## config.mk

```make
export PLATFORM = sky130hd
export DESIGN_NAME = source_token_lexer_unit
export DESIGN_NICKNAME = d
export VERILOG_FILES = /design/src/hw/rtl/stl_pkg.sv /design/src/hw/rtl/source_token_lexer_unit.sv /design/src/hw/rtl/stl_queue.sv /design/src/hw/rtl/stl_front.sv /design/src/hw/rtl/stl_back.sv
export SDC_FILE = /design/constraint.sdc
export NUM_CORES = 1
export LEC_CHECK = 0
export ABC_AREA = 1
export BUFFER_PORTS_ARGS = -buffer_cell sky130_fd_sc_hd__buf_2
export CAP_MARGIN = 40
export CORE_MARGIN = 4
export CORE_UTILIZATION = 50
export DETAILED_ROUTE_END_ITERATION = 12
export PLACE_DENSITY = 0.66
export SLEW_MARGIN = 10
export SYNTH_ARGS = -nofsm -noshare
export SYNTH_HDL_FRONTEND = slang
export SYNTH_HIERARCHICAL = 1
export SYNTH_SLANG_ARGS = --single-unit
```

## constraint.sdc

```tcl
create_clock -name clock -period 6.3 [get_ports clock]
set_input_delay 0.63 -clock clock [delete_from_list [all_inputs] [get_ports clock]]
set_output_delay 0.63 -clock clock [all_outputs]
set_load 0.01 [all_outputs]
```

## src/hw/rtl/stl_pkg.sv

```systemverilog
// Shared types, constants and helper functions of the source token lexer.
// Used by the lexer top level, front end and back end; depends on nothing else.
package stl_pkg;

   localparam int OFFSET_BITS = 32;
   localparam int LENGTH_BITS = 8;
   localparam int LIMIT_BITS = 16;
   localparam logic [LIMIT_BITS-1:0] TOKEN_LIMIT_RESET = 16'd1000;
   localparam int KW_COUNT = 4;

   typedef enum logic [1:0] {
      ST_TOKEN    = 2'd0,
      ST_FINISH   = 2'd1,
      ST_OVERFLOW = 2'd2
   } status_type;

   typedef enum logic [3:0] {
      K_LPAREN  = 4'd0,
      K_RPAREN  = 4'd1,
      K_LBRACE  = 4'd2,
      K_RBRACE  = 4'd3,
      K_WHILE   = 4'd4,
      K_RETURN  = 4'd5,
      K_EQUAL   = 4'd6,
      K_COMMA   = 4'd7,
      K_SEMI    = 4'd8,
      K_TYPE    = 4'd9,
      K_IDENT   = 4'd10,
      K_OP      = 4'd11,
      K_NUMBER  = 4'd12,
      K_INVALID = 4'd13
   } kind_type;

   typedef enum logic [2:0] {
      M_IDLE    = 3'd0,
      M_SLASH   = 3'd1,
      M_COMMENT = 3'd2,
      M_BANG    = 3'd3,
      M_NUMBER  = 3'd4,
      M_IDENT   = 3'd5,
      M_HALT    = 3'd6
   } mode_type;

   typedef struct packed {
      logic [7:0] text_byte;
      logic       end_of_input;
   } lexer_req_type;

   typedef struct packed {
      logic [1:0]             status;
      logic [3:0]             token_kind;
      logic [OFFSET_BITS-1:0] start_offset;
      logic [LENGTH_BITS-1:0] lexeme_length;
      logic [7:0]             bad_char;
      logic                   last_result;
   } lexer_rsp_type;

   typedef struct packed {
      logic     is_space;
      logic     is_slash;
      logic     is_bang;
      logic     is_equal;
      logic     is_digit;
      logic     is_alpha;
      logic     is_word;
      logic     is_single;
      kind_type single_kind;
   } byte_class_type;

   typedef struct packed {
      logic [7:0]             text_byte;
      logic                   end_of_input;
      byte_class_type         cls;
      logic [OFFSET_BITS-1:0] offset;
   } lex_item_type;

   localparam logic [47:0] KW_WORD [KW_COUNT] = '{"while", "return", "int", "void"};
   localparam int KW_LEN [KW_COUNT] = '{5, 6, 3, 4};
   localparam kind_type KW_KIND [KW_COUNT] = '{K_WHILE, K_RETURN, K_TYPE, K_TYPE};

   function automatic byte_class_type classify(input logic [7:0] b);
      byte_class_type c;
      c = '0;
      c.is_space = (b == 8'd32) || (b >= 8'd9 && b <= 8'd13);
      c.is_slash = (b == "/");
      c.is_bang  = (b == "!");
      c.is_equal = (b == "=");
      c.is_digit = (b >= "0" && b <= "9");
      c.is_alpha = (b >= "a" && b <= "z") || (b >= "A" && b <= "Z");
      c.is_word  = c.is_alpha || c.is_digit || (b == "_");
      c.is_single = !(c.is_space || c.is_slash || c.is_bang || c.is_digit || c.is_alpha);
      case (b)
         "(": c.single_kind = K_LPAREN;
         ")": c.single_kind = K_RPAREN;
         "{": c.single_kind = K_LBRACE;
         "}": c.single_kind = K_RBRACE;
         "=": c.single_kind = K_EQUAL;
         ",": c.single_kind = K_COMMA;
         ";": c.single_kind = K_SEMI;
         "+", "*", "%": c.single_kind = K_OP;
         default: c.single_kind = K_INVALID;
      endcase
      return c;
   endfunction

   // Keeps the bit of each keyword whose next character matches the byte.
   function automatic logic [KW_COUNT-1:0] kw_advance(input logic [KW_COUNT-1:0] mask,
                                                      input logic [LENGTH_BITS-1:0] pos,
                                                      input logic [7:0] b);
      logic [KW_COUNT-1:0] nxt;
      int sh;
      nxt = '0;
      for (int k = 0; k < KW_COUNT; k++) begin
         if (mask[k] && (int'(pos) < KW_LEN[k])) begin
            sh = 8 * (KW_LEN[k] - 1 - int'(pos));
            nxt[k] = (KW_WORD[k][sh +: 8] == b);
         end
      end
      return nxt;
   endfunction

   function automatic kind_type ident_kind(input logic [KW_COUNT-1:0] mask,
                                           input logic [LENGTH_BITS-1:0] len);
      kind_type kind;
      kind = K_IDENT;
      for (int k = KW_COUNT - 1; k >= 0; k--) begin
         if (mask[k] && (len == LENGTH_BITS'(KW_LEN[k]))) begin
            kind = KW_KIND[k];
         end
      end
      return kind;
   endfunction

endpackage

```

## src/hw/rtl/source_token_lexer_unit.sv

```systemverilog
// Source token lexer, top level: byte channel in, token channel out, limit register.
// Depends on stl_pkg, stl_front, stl_queue and stl_back.
//
// Usage. Source bytes arrive as beats on req_data with push/full; a beat with
// end_of_input set closes the text. Result beats leave on rsp_data with
// empty/pop, oldest first. The token limit is written on csr_data with
// csr_valid/csr_ready; the user must write it only while the block is idle,
// which the block itself does not enforce; csr_ready is always high.
// The result of a byte passes from the item queue through the scanning state
// machine into the result queue. Throughput: one byte per cycle while the result
// queue has room, except that a byte which ends a pending number, identifier,
// lone slash or lone bang holds the scanning state machine: it first emits the
// pending token and then handles the byte itself; the end of input after a
// pending token behaves the same way. The result queue drains at most one beat per cycle.
// Reset clears both queues and the scanner and sets the token limit to 1000.
// When the receiver does not pop, the result queue fills, the scanner stops,
// the item queue fills and full rises; nothing is lost. After a finish or
// overflow beat every further byte is taken and dropped until reset.
module source_token_lexer_unit
   import stl_pkg::*;
#(
   parameter int QUEUE_DEPTH = 4
) (
   input  logic                  clock,
   input  logic                  reset,
   input  logic                  push,
   output logic                  full,
   input  lexer_req_type         req_data,
   output logic                  empty,
   input  logic                  pop,
   output lexer_rsp_type         rsp_data,
   input  logic                  csr_valid,
   output logic                  csr_ready,
   input  logic [LIMIT_BITS-1:0] csr_data
);

   localparam int ITEM_BITS = $bits(lex_item_type);
   localparam int RSP_BITS  = $bits(lexer_rsp_type);

   logic [LIMIT_BITS-1:0] limit_ff, limit_in;
   logic                  accept;
   lex_item_type          front_item, back_item;
   logic                  item_empty, item_pop;
   logic                  res_full, res_push;
   lexer_rsp_type         res_data;
   logic [ITEM_BITS-1:0]  item_bits;
   logic [RSP_BITS-1:0]   rsp_bits;

   assign csr_ready = 1'b1;
   assign accept    = push && !full;
   assign limit_in  = (csr_valid && csr_ready) ? csr_data : limit_ff;

   always_ff @(posedge clock) begin
      if (reset) begin
         limit_ff <= TOKEN_LIMIT_RESET;
      end else begin
         limit_ff <= limit_in;
      end
   end

   stl_front u_front (
      .clock    (clock),
      .reset    (reset),
      .accept   (accept),
      .req_data (req_data),
      .item     (front_item)
   );

   stl_queue #(
      .WIDTH (ITEM_BITS),
      .DEPTH (QUEUE_DEPTH)
   ) u_item_queue (
      .clock     (clock),
      .reset     (reset),
      .push      (push),
      .push_data (front_item),
      .full      (full),
      .pop       (item_pop),
      .pop_data  (item_bits),
      .empty     (item_empty)
   );

   assign back_item = lex_item_type'(item_bits);

   stl_back u_back (
      .clock       (clock),
      .reset       (reset),
      .token_limit (limit_ff),
      .in_valid    (!item_empty),
      .in_item     (back_item),
      .in_pop      (item_pop),
      .res_full    (res_full),
      .res_push    (res_push),
      .res_data    (res_data)
   );

   stl_queue #(
      .WIDTH (RSP_BITS),
      .DEPTH (QUEUE_DEPTH)
   ) u_result_queue (
      .clock     (clock),
      .reset     (reset),
      .push      (res_push),
      .push_data (res_data),
      .full      (res_full),
      .pop       (pop),
      .pop_data  (rsp_bits),
      .empty     (empty)
   );

   assign rsp_data = lexer_rsp_type'(rsp_bits);

endmodule

```

## src/hw/rtl/stl_queue.sv

```systemverilog
// Small first-in first-out queue of packed beats, used on both sides of the lexer.
// Depends on nothing but its parameters.
module stl_queue #(
   parameter int WIDTH = 8,
   parameter int DEPTH = 4
) (
   input  logic             clock,
   input  logic             reset,
   input  logic             push,
   input  logic [WIDTH-1:0] push_data,
   output logic             full,
   input  logic             pop,
   output logic [WIDTH-1:0] pop_data,
   output logic             empty
);

   localparam int PTR_BITS = (DEPTH > 1) ? $clog2(DEPTH) : 1;
   localparam int CNT_BITS = $clog2(DEPTH + 1);

   logic [WIDTH-1:0]    slot_ff [DEPTH];
   logic [PTR_BITS-1:0] wr_ptr_ff, wr_ptr_in;
   logic [PTR_BITS-1:0] rd_ptr_ff, rd_ptr_in;
   logic [CNT_BITS-1:0] count_ff, count_in;
   logic                do_push, do_pop;

   assign full     = (count_ff == CNT_BITS'(DEPTH));
   assign empty    = (count_ff == '0);
   assign do_push  = push && !full;
   assign do_pop   = pop && !empty;
   assign pop_data = slot_ff[rd_ptr_ff];

   always_comb begin
      wr_ptr_in = wr_ptr_ff;
      rd_ptr_in = rd_ptr_ff;
      count_in  = count_ff;
      if (do_push) begin
         wr_ptr_in = (wr_ptr_ff == PTR_BITS'(DEPTH - 1)) ? '0 : wr_ptr_ff + 1'b1;
      end
      if (do_pop) begin
         rd_ptr_in = (rd_ptr_ff == PTR_BITS'(DEPTH - 1)) ? '0 : rd_ptr_ff + 1'b1;
      end
      if (do_push && !do_pop) begin
         count_in = count_ff + 1'b1;
      end else if (do_pop && !do_push) begin
         count_in = count_ff - 1'b1;
      end
   end

   always_ff @(posedge clock) begin
      if (reset) begin
         wr_ptr_ff <= '0;
         rd_ptr_ff <= '0;
         count_ff  <= '0;
      end else begin
         wr_ptr_ff <= wr_ptr_in;
         rd_ptr_ff <= rd_ptr_in;
         count_ff  <= count_in;
      end
   end

   always_ff @(posedge clock) begin
      if (do_push) begin
         slot_ff[wr_ptr_ff] <= push_data;
      end
   end

endmodule

```

## src/hw/rtl/stl_front.sv

```systemverilog
// Front end of the lexer: takes source bytes, classifies them and tags their offset.
// Depends on stl_pkg.
module stl_front
   import stl_pkg::*;
(
   input  logic          clock,
   input  logic          reset,
   input  logic          accept,
   input  lexer_req_type req_data,
   output lex_item_type  item
);

   logic [OFFSET_BITS-1:0] pos_ff, pos_in;

   always_comb begin
      pos_in = pos_ff;
      if (accept && !req_data.end_of_input) begin
         pos_in = pos_ff + 1'b1;
      end
   end

   always_ff @(posedge clock) begin
      if (reset) begin
         pos_ff <= '0;
      end else begin
         pos_ff <= pos_in;
      end
   end

   always_comb begin
      item.text_byte    = req_data.text_byte;
      item.end_of_input = req_data.end_of_input;
      item.cls          = classify(req_data.text_byte);
      item.offset       = pos_ff;
   end

endmodule

```

## src/hw/rtl/stl_back.sv

```systemverilog
// Back end of the lexer: the scanning state machine that builds tokens and results.
// Depends on stl_pkg; fed from the item queue, drives the result queue.
module stl_back
   import stl_pkg::*;
(
   input  logic                  clock,
   input  logic                  reset,
   input  logic [LIMIT_BITS-1:0] token_limit,
   input  logic                  in_valid,
   input  lex_item_type          in_item,
   output logic                  in_pop,
   input  logic                  res_full,
   output logic                  res_push,
   output lexer_rsp_type         res_data
);

   mode_type               mode_ff, mode_in;
   logic [KW_COUNT-1:0]    kw_ff, kw_in;
   logic [OFFSET_BITS-1:0] start_ff, start_in;
   logic [LENGTH_BITS-1:0] len_ff, len_in, len_inc;
   logic [LIMIT_BITS-1:0]  count_ff, count_in;

   logic                   pending, cont, eoi;
   logic                   emit_req, emit_last;
   kind_type               emit_kind;
   logic [OFFSET_BITS-1:0] emit_start;
   logic [LENGTH_BITS-1:0] emit_len;
   logic [7:0]             emit_bad;
   byte_class_type         cls;

   assign cls     = in_item.cls;
   assign eoi     = in_item.end_of_input;
   assign len_inc = (len_ff == '1) ? len_ff : len_ff + 1'b1;

   always_comb begin
      pending = 1'b1;
      cont    = 1'b0;
      case (mode_ff)
         M_SLASH:  cont = !eoi && cls.is_slash;
         M_BANG:   cont = !eoi && cls.is_equal;
         M_NUMBER: cont = !eoi && cls.is_digit;
         M_IDENT:  cont = !eoi && cls.is_word;
         default:  pending = 1'b0;
      endcase
   end

   always_comb begin
      mode_in    = mode_ff;
      kw_in      = kw_ff;
      start_in   = start_ff;
      len_in     = len_ff;
      count_in   = count_ff;
      in_pop     = 1'b0;
      res_push   = 1'b0;
      res_data   = '0;
      emit_req   = 1'b0;
      emit_last  = 1'b1;
      emit_kind  = K_INVALID;
      emit_start = start_ff;
      emit_len   = LENGTH_BITS'(1);
      emit_bad   = '0;
      if (in_valid && !res_full) begin
         if (mode_ff == M_HALT) begin
            in_pop = 1'b1;
         end else if (pending && !cont) begin
            // The pending token ends here; the item itself stays in the queue and is handled afterwards.
            mode_in   = M_IDLE;
            emit_req  = 1'b1;
            emit_last = !(eoi || cls.is_single);
            case (mode_ff)
               M_SLASH: begin
                  emit_bad = "/";
               end
               M_BANG: begin
                  emit_bad = "!";
               end
               M_NUMBER: begin
                  emit_kind = K_NUMBER;
                  emit_len  = len_ff;
               end
               default: begin
                  emit_kind = ident_kind(kw_ff, len_ff);
                  emit_len  = len_ff;
               end
            endcase
         end else begin
            in_pop = 1'b1;
            if (eoi) begin
               mode_in              = M_HALT;
               res_push             = 1'b1;
               res_data.status      = ST_FINISH;
               res_data.last_result = 1'b1;
            end else begin
               case (mode_ff)
                  M_COMMENT: begin
                     if (in_item.text_byte == 8'd10) begin
                        mode_in = M_IDLE;
                     end
                  end
                  M_SLASH: begin
                     mode_in = M_COMMENT;
                  end
                  M_BANG: begin
                     mode_in   = M_IDLE;
                     emit_req  = 1'b1;
                     emit_kind = K_OP;
                     emit_len  = LENGTH_BITS'(2);
                  end
                  M_NUMBER: begin
                     len_in = len_inc;
                  end
                  M_IDENT: begin
                     kw_in  = kw_advance(kw_ff, len_ff, in_item.text_byte);
                     len_in = len_inc;
                  end
                  default: begin
                     start_in = in_item.offset;
                     len_in   = LENGTH_BITS'(1);
                     if (cls.is_slash) begin
                        mode_in = M_SLASH;
                     end else if (cls.is_bang) begin
                        mode_in = M_BANG;
                     end else if (cls.is_digit) begin
                        mode_in = M_NUMBER;
                     end else if (cls.is_alpha) begin
                        mode_in = M_IDENT;
                        kw_in   = kw_advance('1, '0, in_item.text_byte);
                     end else if (cls.is_single) begin
                        emit_req   = 1'b1;
                        emit_kind  = cls.single_kind;
                        emit_start = in_item.offset;
                        if (cls.single_kind == K_INVALID) begin
                           emit_bad = in_item.text_byte;
                        end
                     end
                  end
               endcase
            end
         end
      end
      if (emit_req) begin
         res_push = 1'b1;
         if (count_ff >= token_limit) begin
            res_data.status      = ST_OVERFLOW;
            res_data.last_result = 1'b1;
            mode_in              = M_HALT;
         end else begin
            res_data.status        = ST_TOKEN;
            res_data.token_kind    = emit_kind;
            res_data.start_offset  = emit_start;
            res_data.lexeme_length = emit_len;
            res_data.bad_char      = emit_bad;
            res_data.last_result   = emit_last;
            count_in               = count_ff + 1'b1;
         end
      end
   end

   always_ff @(posedge clock) begin
      if (reset) begin
         mode_ff  <= M_IDLE;
         kw_ff    <= '0;
         start_ff <= '0;
         len_ff   <= '0;
         count_ff <= '0;
      end else begin
         mode_ff  <= mode_in;
         kw_ff    <= kw_in;
         start_ff <= start_in;
         len_ff   <= len_in;
         count_ff <= count_in;
      end
   end

`ifndef SYNTHESIS
   a_halt_sticks: assert property (@(posedge clock) disable iff (reset)
      mode_ff == M_HALT |=> mode_ff == M_HALT)
      else $error("Lexer left the halted state without a reset.");

   a_push_has_room: assert property (@(posedge clock) disable iff (reset)
      res_push |-> !res_full && in_valid)
      else $error("Result beat written without an item or without room.");

   a_stop_after_end: assert property (@(posedge clock) disable iff (reset)
      res_push && (res_data.status == ST_OVERFLOW || res_data.status == ST_FINISH)
      |-> res_data.last_result ##1 mode_ff == M_HALT)
      else $error("Finish or overflow beat did not halt the lexer.");

   a_flush_keeps_item: assert property (@(posedge clock) disable iff (reset)
      in_valid && !res_full && !in_pop |=> in_valid && $stable(in_item))
      else $error("Item lost while a pending token was flushed.");
`endif

endmodule

```

==> flow_summary.yaml <==
layout:
  fin_nets: 2632
  final_area_um2: 27920
  drive_above_1_share_pct: 13.32
  seqCellArea_um2: 15440
  multiInputGateArea_um2: 8402
  syn_to_final_growth_pct: 10.32
  num_antenna_cells: 0
  fillerInstances: 4332
clock_network:
  htreeDepth: 2
  tritoncts: "done"
  cts_resized: 0
  cts_sinks: 557
  cts-root-buf: "clkbuf_16"
  insertion_delay_ps: 610
  ctsHoldBuffers: 0
  numCtsBuffers: 56
  cts.reportedPaths.clkPinSlew_ps: 60
  cts_setup_buffers: 0
  max-clock-path-buffers: 3
floorplanning:
  die_h_um: 233.0
  ios: 88
  core_um2: 50070
  dieArea_um2: 54280
  rows: 82
  start_util_pct: 50.55
  die_x_um: 233.0
sta:
  setup_viol: 0
  rsz0062_at_grt: "false"
  whs_ps: 243.2
  worst_slew_pin_slew_ps: 859.3
  fin_crit_ps: 4459
  setup_tns_ps: 0
  slew_headroom_pct: 42.18
  finClkSkew_ps: 21.36
  drv_slew: 0
  fmax_mhz: 224.3
  min_period_over_period_pct: 70.78
  hold_viol_final: 0
synthesis:
  syn_avg_cell_area_um2: 10.07
  syn_nets: 2586
  ys_warn_count: 6
  synth_cells: 2513
  syn_area_um2: 25310
grt:
  antenna_found_initial: 0
  overflow: 0
  grt_usage_pct: 21.44
  grt_pass1_vias: 17130
  grt_max_degree: 105
  grt_pass1_wl_um: 92260
run:
  maxCapViolations: 0
power_and_ir_drop:
  ir_drop_uv: 280.5
  total_leakage_power_uw: 0.01024
  powerDensity_nw_per_um2: 425.0
placed_design:
  place.gp.congestion: 0.8833
  portBuffers: 86
  hpwlAfterDp_um: 37180
  placed_area_um2: 26110
critical_path:
  reg2regPathDepth: 11
  endpoint: "u_result_queue/slot_ff[0][30]"
  start_kind: "flop"
  timing.rr.end: "u_result_queue/slot_ff[0][30]"
  end_kind: "flop"
  cp_max_fo: 56
  critPathRequiredTime_ps: 6590
  critical_path_class: "flop to flop"
  r2r_slack_ps: 1840
  arrival_ps: 4750
run_status:
  status: "complete, no violations"
detailed_routing:
  drtPass1Iterations: 6
  num_vias: 18050
  routed_via_density: 5.509
  drc_errors: 0
  ant_nets: 0
  drtIter0Drc: 1780
  drt_wl_total_um: 58930
  wire_per_inst_um: 17.98
hold_path:
  worstHoldPathType: "input port to flop"
## cell usage in the layout, fill, tap and decap left out, drive strengths merged, types with 32 or more instances in the layout
| cell | instances |
|---|---|
| edfxtp | 428 |
| nand2 | 375 |
| ha | 41 |
| dfxtp | 129 |
| nand3 | 105 |
| buf | 112 |
| o22ai | 108 |
| o21ai | 295 |
| nor2 | 490 |
| clkinv | 32 |
| a21oi | 106 |
| clkbuf | 62 |
| inv | 189 |
| nor3 | 35 |
## state kept, by name, indices dropped and copies added, names as in the netlist, 3 cells and up, named ones only
signal                   count
u_item_queue/slot_ff       208
u_result_queue/count_ff      3
u_item_queue/count_ff        3
u_back/count_ff             16
u_back/mode_ff               3
u_back/start_ff             32
u_back/kw_ff                 4
u_result_queue/slot_ff     220
limit_ff                    16
u_back/len_ff                8
u_front/pos_ff              32
## power by group
| part | total (uW) | switching, uW | internal, uW |
|---|---|---|---|
| registers | 4890 | 233 | 4660 |
| logic | 3730 | 2640 | 1090 |
| clock network | 3240 | 1380 | 1860 |
## through the flow
| step | total power [uW] | utilization (%) | std cells | worst slack [ps] |
|---|---|---|---|---|
| after global placement | 8554 | 52.00 | 3170 | 1820 |
| after detailed placement | 8677 | 52.15 | 3173 | 1818 |
| after floorplan | 7511 | - | 2513 | 1415 |
| after global routing | 12550 | 55.77 | 3277 | 1489 |
| final | 11870 | 55.77 | 3277 | 1841 |
| after CTS | 11940 | 55.77 | 3277 | 1818 |
## worst max-delay path, stage by stage, from the launching register on
cell,delay (ps)
dfxtp_2,360
buf_4,430
buf_12,300
o21ai_0,160
o22ai_2,340
inv_1,190
nor4_1,790
nor2_1,150
inv_1,170
nand2_1,270
nor2_4,620
buf_12,330
## final cells by class
type | instances | area share [%]
timing repair buffer | 112 | 2.518
clock inverter | 42 | 1.313
inverter | 191 | 2.590
clock buffer | 62 | 5.176
multi-input combinational | 1641 | 30.09
sequential | 557 | 55.30
tap | 672 | 3.011
## worst min path at each step
stage,from,end,slack [ps],cells past startpoint
floorplan,limit_ff[3],limit_ff[3],430,2
global route,csr_data[5],limit_ff[5],240,3
CTS,csr_data[9],limit_ff[9],210,3
detailed placement,limit_ff[6],limit_ff[6],450,2
finish,csr_data[9],limit_ff[9],240,3
global placement,limit_ff[7],limit_ff[7],450,2
## per-layer routing
layer,track usage (%),part of all wire (%),vias up
met3,3.501,6.9,82
li1,-,-,8754
met2,33.71,45,592
met4,5.622,1.9,0
met5,0,0,-
met1,31.20,46,8626
No activity file was read; power rests on OpenSTA's default activity.
